**src/design/tag_dedup_slip_encoder_core_defines.svh**
```systemverilog
// Assertion macros used by the core design file.
`ifndef TAG_DEDUP_SLIP_ENCODER_CORE_DEFINES_SVH
`define TAG_DEDUP_SLIP_ENCODER_CORE_DEFINES_SVH

// Property checked on every rising clock edge outside reset.
`define TDSE_ASSERT(lbl, prop, msg) \
  lbl: assert property (@(posedge clk_i) disable iff (!rst_ni) (prop)) else $error(msg);

// Condition in one cycle implies a consequence in the next.
`define TDSE_ASSERT_NEXT(lbl, ante, cons, msg) \
  lbl: assert property (@(posedge clk_i) disable iff (!rst_ni) (ante) |=> (cons)) else $error(msg);

`endif

```
**src/design/tdse_pkg.sv**
```systemverilog
package tdse_pkg;

  localparam int unsigned TagW = 96;
  localparam logic [7:0] FrEnd    = 8'hC0;
  localparam logic [7:0] FrEsc    = 8'hDB;
  localparam logic [7:0] FrEscEnd = 8'hDC;
  localparam logic [7:0] FrEscEsc = 8'hDD;
  localparam logic [3:0] LastByte = 4'd11;

  typedef struct packed {
    logic        operation;
    logic [31:0] tag_id_high;
    logic [63:0] tag_id_low;
  } in_t;

  typedef struct packed {
    logic [7:0] out_byte;
    logic       last;
    logic       lost_tags;
  } out_t;

  // Search token that walks down the row of cells.
  typedef struct packed {
    logic valid;
    logic hit;
  } tok_t;

  typedef enum logic [1:0] {
    ST_IDLE,
    ST_SEARCH,
    ST_SEND,
    ST_ESC
  } state_e;

endpackage

```
**src/design/tdse_cell.sv**
```systemverilog
module tdse_cell (
  input  logic                     clk_i,
  input  logic                     rst_ni,
  input  logic [tdse_pkg::TagW-1:0] key_i,
  input  logic                     we_i,
  input  logic                     occ_i,
  input  tdse_pkg::tok_t           tok_i,
  output tdse_pkg::tok_t           tok_o
);
  import tdse_pkg::*;

  logic [TagW-1:0] entry_q;
  tok_t            tok_q, tok_d;

  always_comb begin
    tok_d.valid = tok_i.valid;
    tok_d.hit   = tok_i.hit | (tok_i.valid & occ_i & (entry_q == key_i));
  end

  always_ff @(posedge clk_i or negedge rst_ni) begin
    if (!rst_ni) begin
      tok_q <= '0;
    end else begin
      tok_q <= tok_d;
    end
  end

  always_ff @(posedge clk_i) begin
    if (we_i) begin
      entry_q <= key_i;
    end
  end

  assign tok_o = tok_q;

endmodule

```
**config.mk**
```make
export PLATFORM = sky130hd
export DESIGN_NAME = tdse_cell
export DESIGN_NICKNAME = d
export VERILOG_FILES = /design/src/design/tag_dedup_slip_encoder_core_defines.svh /design/src/design/tdse_pkg.sv /design/src/design/tdse_cell.sv
export SDC_FILE = /design/constraint.sdc
export NUM_CORES = 1
export LEC_CHECK = 0
export BUFFER_PORTS_ARGS = -buffer_cell sky130_fd_sc_hd__buf_4
export CORE_ASPECT_RATIO = 0.75
export CORE_MARGIN = 5
export CORE_UTILIZATION = 40
export CTS_CLUSTER_DIAMETER = 120
export CTS_CLUSTER_SIZE = 8
export DETAILED_ROUTE_END_ITERATION = 10
export PLACE_DENSITY = 0.72
export SYNTH_ARGS = -nofsm -noshare
export SYNTH_HDL_FRONTEND = slang
export SYNTH_SLANG_ARGS = --single-unit
```
**constraint.sdc**
```tcl
create_clock -name clk_i -period 3.5 [get_ports clk_i]
set_input_delay 0.525 -clock clk_i [delete_from_list [all_inputs] [get_ports clk_i]]
set_output_delay 0.525 -clock clk_i [all_outputs]
set_load 0.02 [all_outputs]
```
==> results.yml <==
run_status:
  outcome: "complete, no violations"
floorplan:
  core_um2: 10200
  initial_core_util_pct: 40.9
  die_area_um2: 12600
  fp.dieW_um: 128
  num_rows: 32
  io-pin-count: 104
  die_y_um: 98.7
final_layout:
  layout-drive-gt1-share_pct: 31.7
  design_area_um2: 5420
  layout.nets: 480
  post-route-util_pct: 52.9
  diodes: 0
  layout.cells.non_filler: 518
  synthToLayoutAreaGrowth_pct: 29.3
clock_network:
  clock_path_buffers: 2
  clk_latency_ns: 0.34
  path_clk_slew_ns: 0.06
  clock-sinks: 98
  cts_tree: "built"
  cts_buffers: 9
  cts_resized: 0
  cts-htree-levels: 3
  cts_root_buf: "clkbuf_16"
synth:
  yosysTopAreaCell: "edfxtp_1"
  synthTopCellsByArea: "edfxtp_1 69%, xor2_1 7.3%, xnor2_1 6.3%"
  syn_nets: 365
  synth.distinct_cells: 26
  synth_ff_type: "edfxtp_1"
  seq_area_frac_synth_pct: 70.0
  ys_ff_latch: 98
  syn_inst: 263
  yosys.cell_count.top_type: "edfxtp_1"
  synth_edf_count: 96
  synth_area_um2: 4190
  ys_async_sr_fraction_pct: 2.04
  syn_area_per_cell_um2: 15.9
  ys_top_cells_by_count: "96 x edfxtp_1, 35 x xor2_1, 30 x xnor2_1"
  synth_warnings: 0
  synth_top_cell_area_share_pct: 68.8
place:
  hpwl_um: 6470
  pre_cts_ws_ns: 1.39
  dp.cells: 502
  place_area_um2: 5130
  gp_congestion: 0.772
  portBuffers: 103
drt:
  detail-route-antenna-nets: 0
  wl_per_cell_um: 16.5
  dr.pass1.iters: 4
  routed_via_density: 4.77
  drc: 0
  routed_wirelength_um: 8530
  first_iter_violations: 176
  vias: 2469
global_route:
  grt_remaining_overflow: 0
  grt_usage_pct: 13.9
  grt_max_degree: 97
  grt_pass1_wl_um: 13400
  antenna_found_initial: 0
  grt_pass1_vias: 2673
timing:
  setup_viol: 0
  relSlewSlack_pct: 19.8
  fin_crit_ns: 1.80
  fin_ws_ns: 1.70
  hold_ws_ns: 0.309
  drv_slew: 0
  worst_pin_slew_ns: 1.20
  clock.fmax_ghz: 0.555
  fin_setup_tns_ns: 0
  finClkSkew_ns: 0.00357
  finalCritPeriodShare_pct: 51.5
  hold_viol: 0
  rsz0062_at_grt: "false"
hold_path:
  hold_class: "input port to flop"
  hold_depth: 1
worst_setup_path:
  ff2ff_path_depth: 5
  cp.required_ns: 3.78
  slowest_delay_ns: 0.60
  r2r-end: "tok_o[0]"
  crit_path_end_kind: "flop"
  critPathLaunch: "entry_q[17]"
  worst-path-stages: 5
  r2r_slack_ns: 1.70
  path_buf_inv: 0
  cp-start-kind: "flop"
  crit_family: "compound AO/OA/AOI/OAI gates"
  crit_chain: "nor2b_1 > a2111oi_0 > nand4_1 > nor4_1 > a41o_1"
  cp_slowest_cell: "a2111oi_0"
  reg2reg_from: "entry_q[17]"
  crit_arrival_ns: 2.08
  crit_end: "tok_o[0]"
  crit_type: "flop to flop"
  crit_fanout: 2
power_and_ir_drop:
  vdd_drop_max_mv: 0.287
  total_power_mw: 2.66
  p_leak_nw: 2.06
  power.density_nw_per_um2: 490
flow_run:
  cap_violations: 0
## flip-flops by register name, summed over array words and instances (netlist names)
signal	cells
tok_o	2
entry_q	96
## where the power goes
part / switching, mW / leakage (nW) / internal, mW / total [mW]
combinational: 0.126 / 0.965 / 0.160 / 0.286
clock: 0.395 / 0.135 / 0.541 / 0.936
sequential: 0.0398 / 0.963 / 1.39 / 1.43
total: 0.561 / 2.06 / 2.10 / 2.66
## layout make-up
type | instances | area (um^2)
tap | 136 | 170
sequential | 98 | 2930
clock buffer | 10 | 229
multi-input combinational | 144 | 1180
timing repair buffer | 104 | 783
fill | 865 | 4830
inverter | 21 | 78.8
clock inverter | 5 | 46.3
## cell usage in the layout, fill, tap and decap left out
cell type / instances
a2111oi_2: 2
xor2_1: 35
nand2b_1: 7
nand4_1: 12
and2b_1: 1
xnor2_1: 30
a2bb2oi_1: 1
nor4_1: 11
edfxtp_1: 96
dlygate4sd3_1: 1
nor3_1: 2
dfrtp_1: 2
o221ai_1: 1
nor2_1: 1
clkbuf_16: 9
clkinv_2: 1
o2111ai_1: 2
bufinv_16: 1
a2111oi_0: 3
clkbuf_1: 1
inv_1: 21
clkinv_1: 3
o2111a_1: 1
nor2b_4: 2
and4_1: 1
a22o_1: 2
buf_4: 103
a2111oi_4: 2
a221oi_1: 2
nor2b_1: 18
a41o_1: 1
o22ai_1: 6
nor4_2: 1
## layer usage
| layer | global-route usage (%) | up-vias | part of all wire, % |
|---|---|---|---|
| li1 | - | 1209 | - |
| met1 | 17.7 | 1170 | 45 |
| met2 | 21.1 | 80 | 45 |
| met3 | 6.93 | 10 | 8.4 |
| met4 | 3.67 | 0 | 1.8 |
| met5 | 0 | - | 0 |
## worst min path at each step
stage                    end     start
finish              tok_o[1]  tok_i[1]
global route        tok_o[1]  tok_i[1]
CTS                 tok_o[1]  tok_i[1]
detailed placement  tok_o[1]    rst_ni
global placement    tok_o[1]    rst_ni
floorplan           tok_o[0]    rst_ni
## repair_timing
| action | 4_1_cts | 5_1_grt |
|---|---|---|
| setup buffers | 0 | 0 |
| setup endpoints to repair | 0 | 0 |
| hold buffers | 1 | 0 |
| hold endpoints to repair | 2 | 0 |
## kinds of logic after synthesis
| group | after synthesis | share of synthesized area (%) |
|---|---|---|
| flip-flops | 98 | 70.0 |
| AO/OA/AOI/OAI | 23 | 5.73 |
| buffers and inverters | 21 | 1.88 |
| AND/OR/NAND/NOR | 56 | 8.84 |
| XOR/XNOR | 65 | 13.6 |
Note: power is estimated with default switching activity, not from simulation.
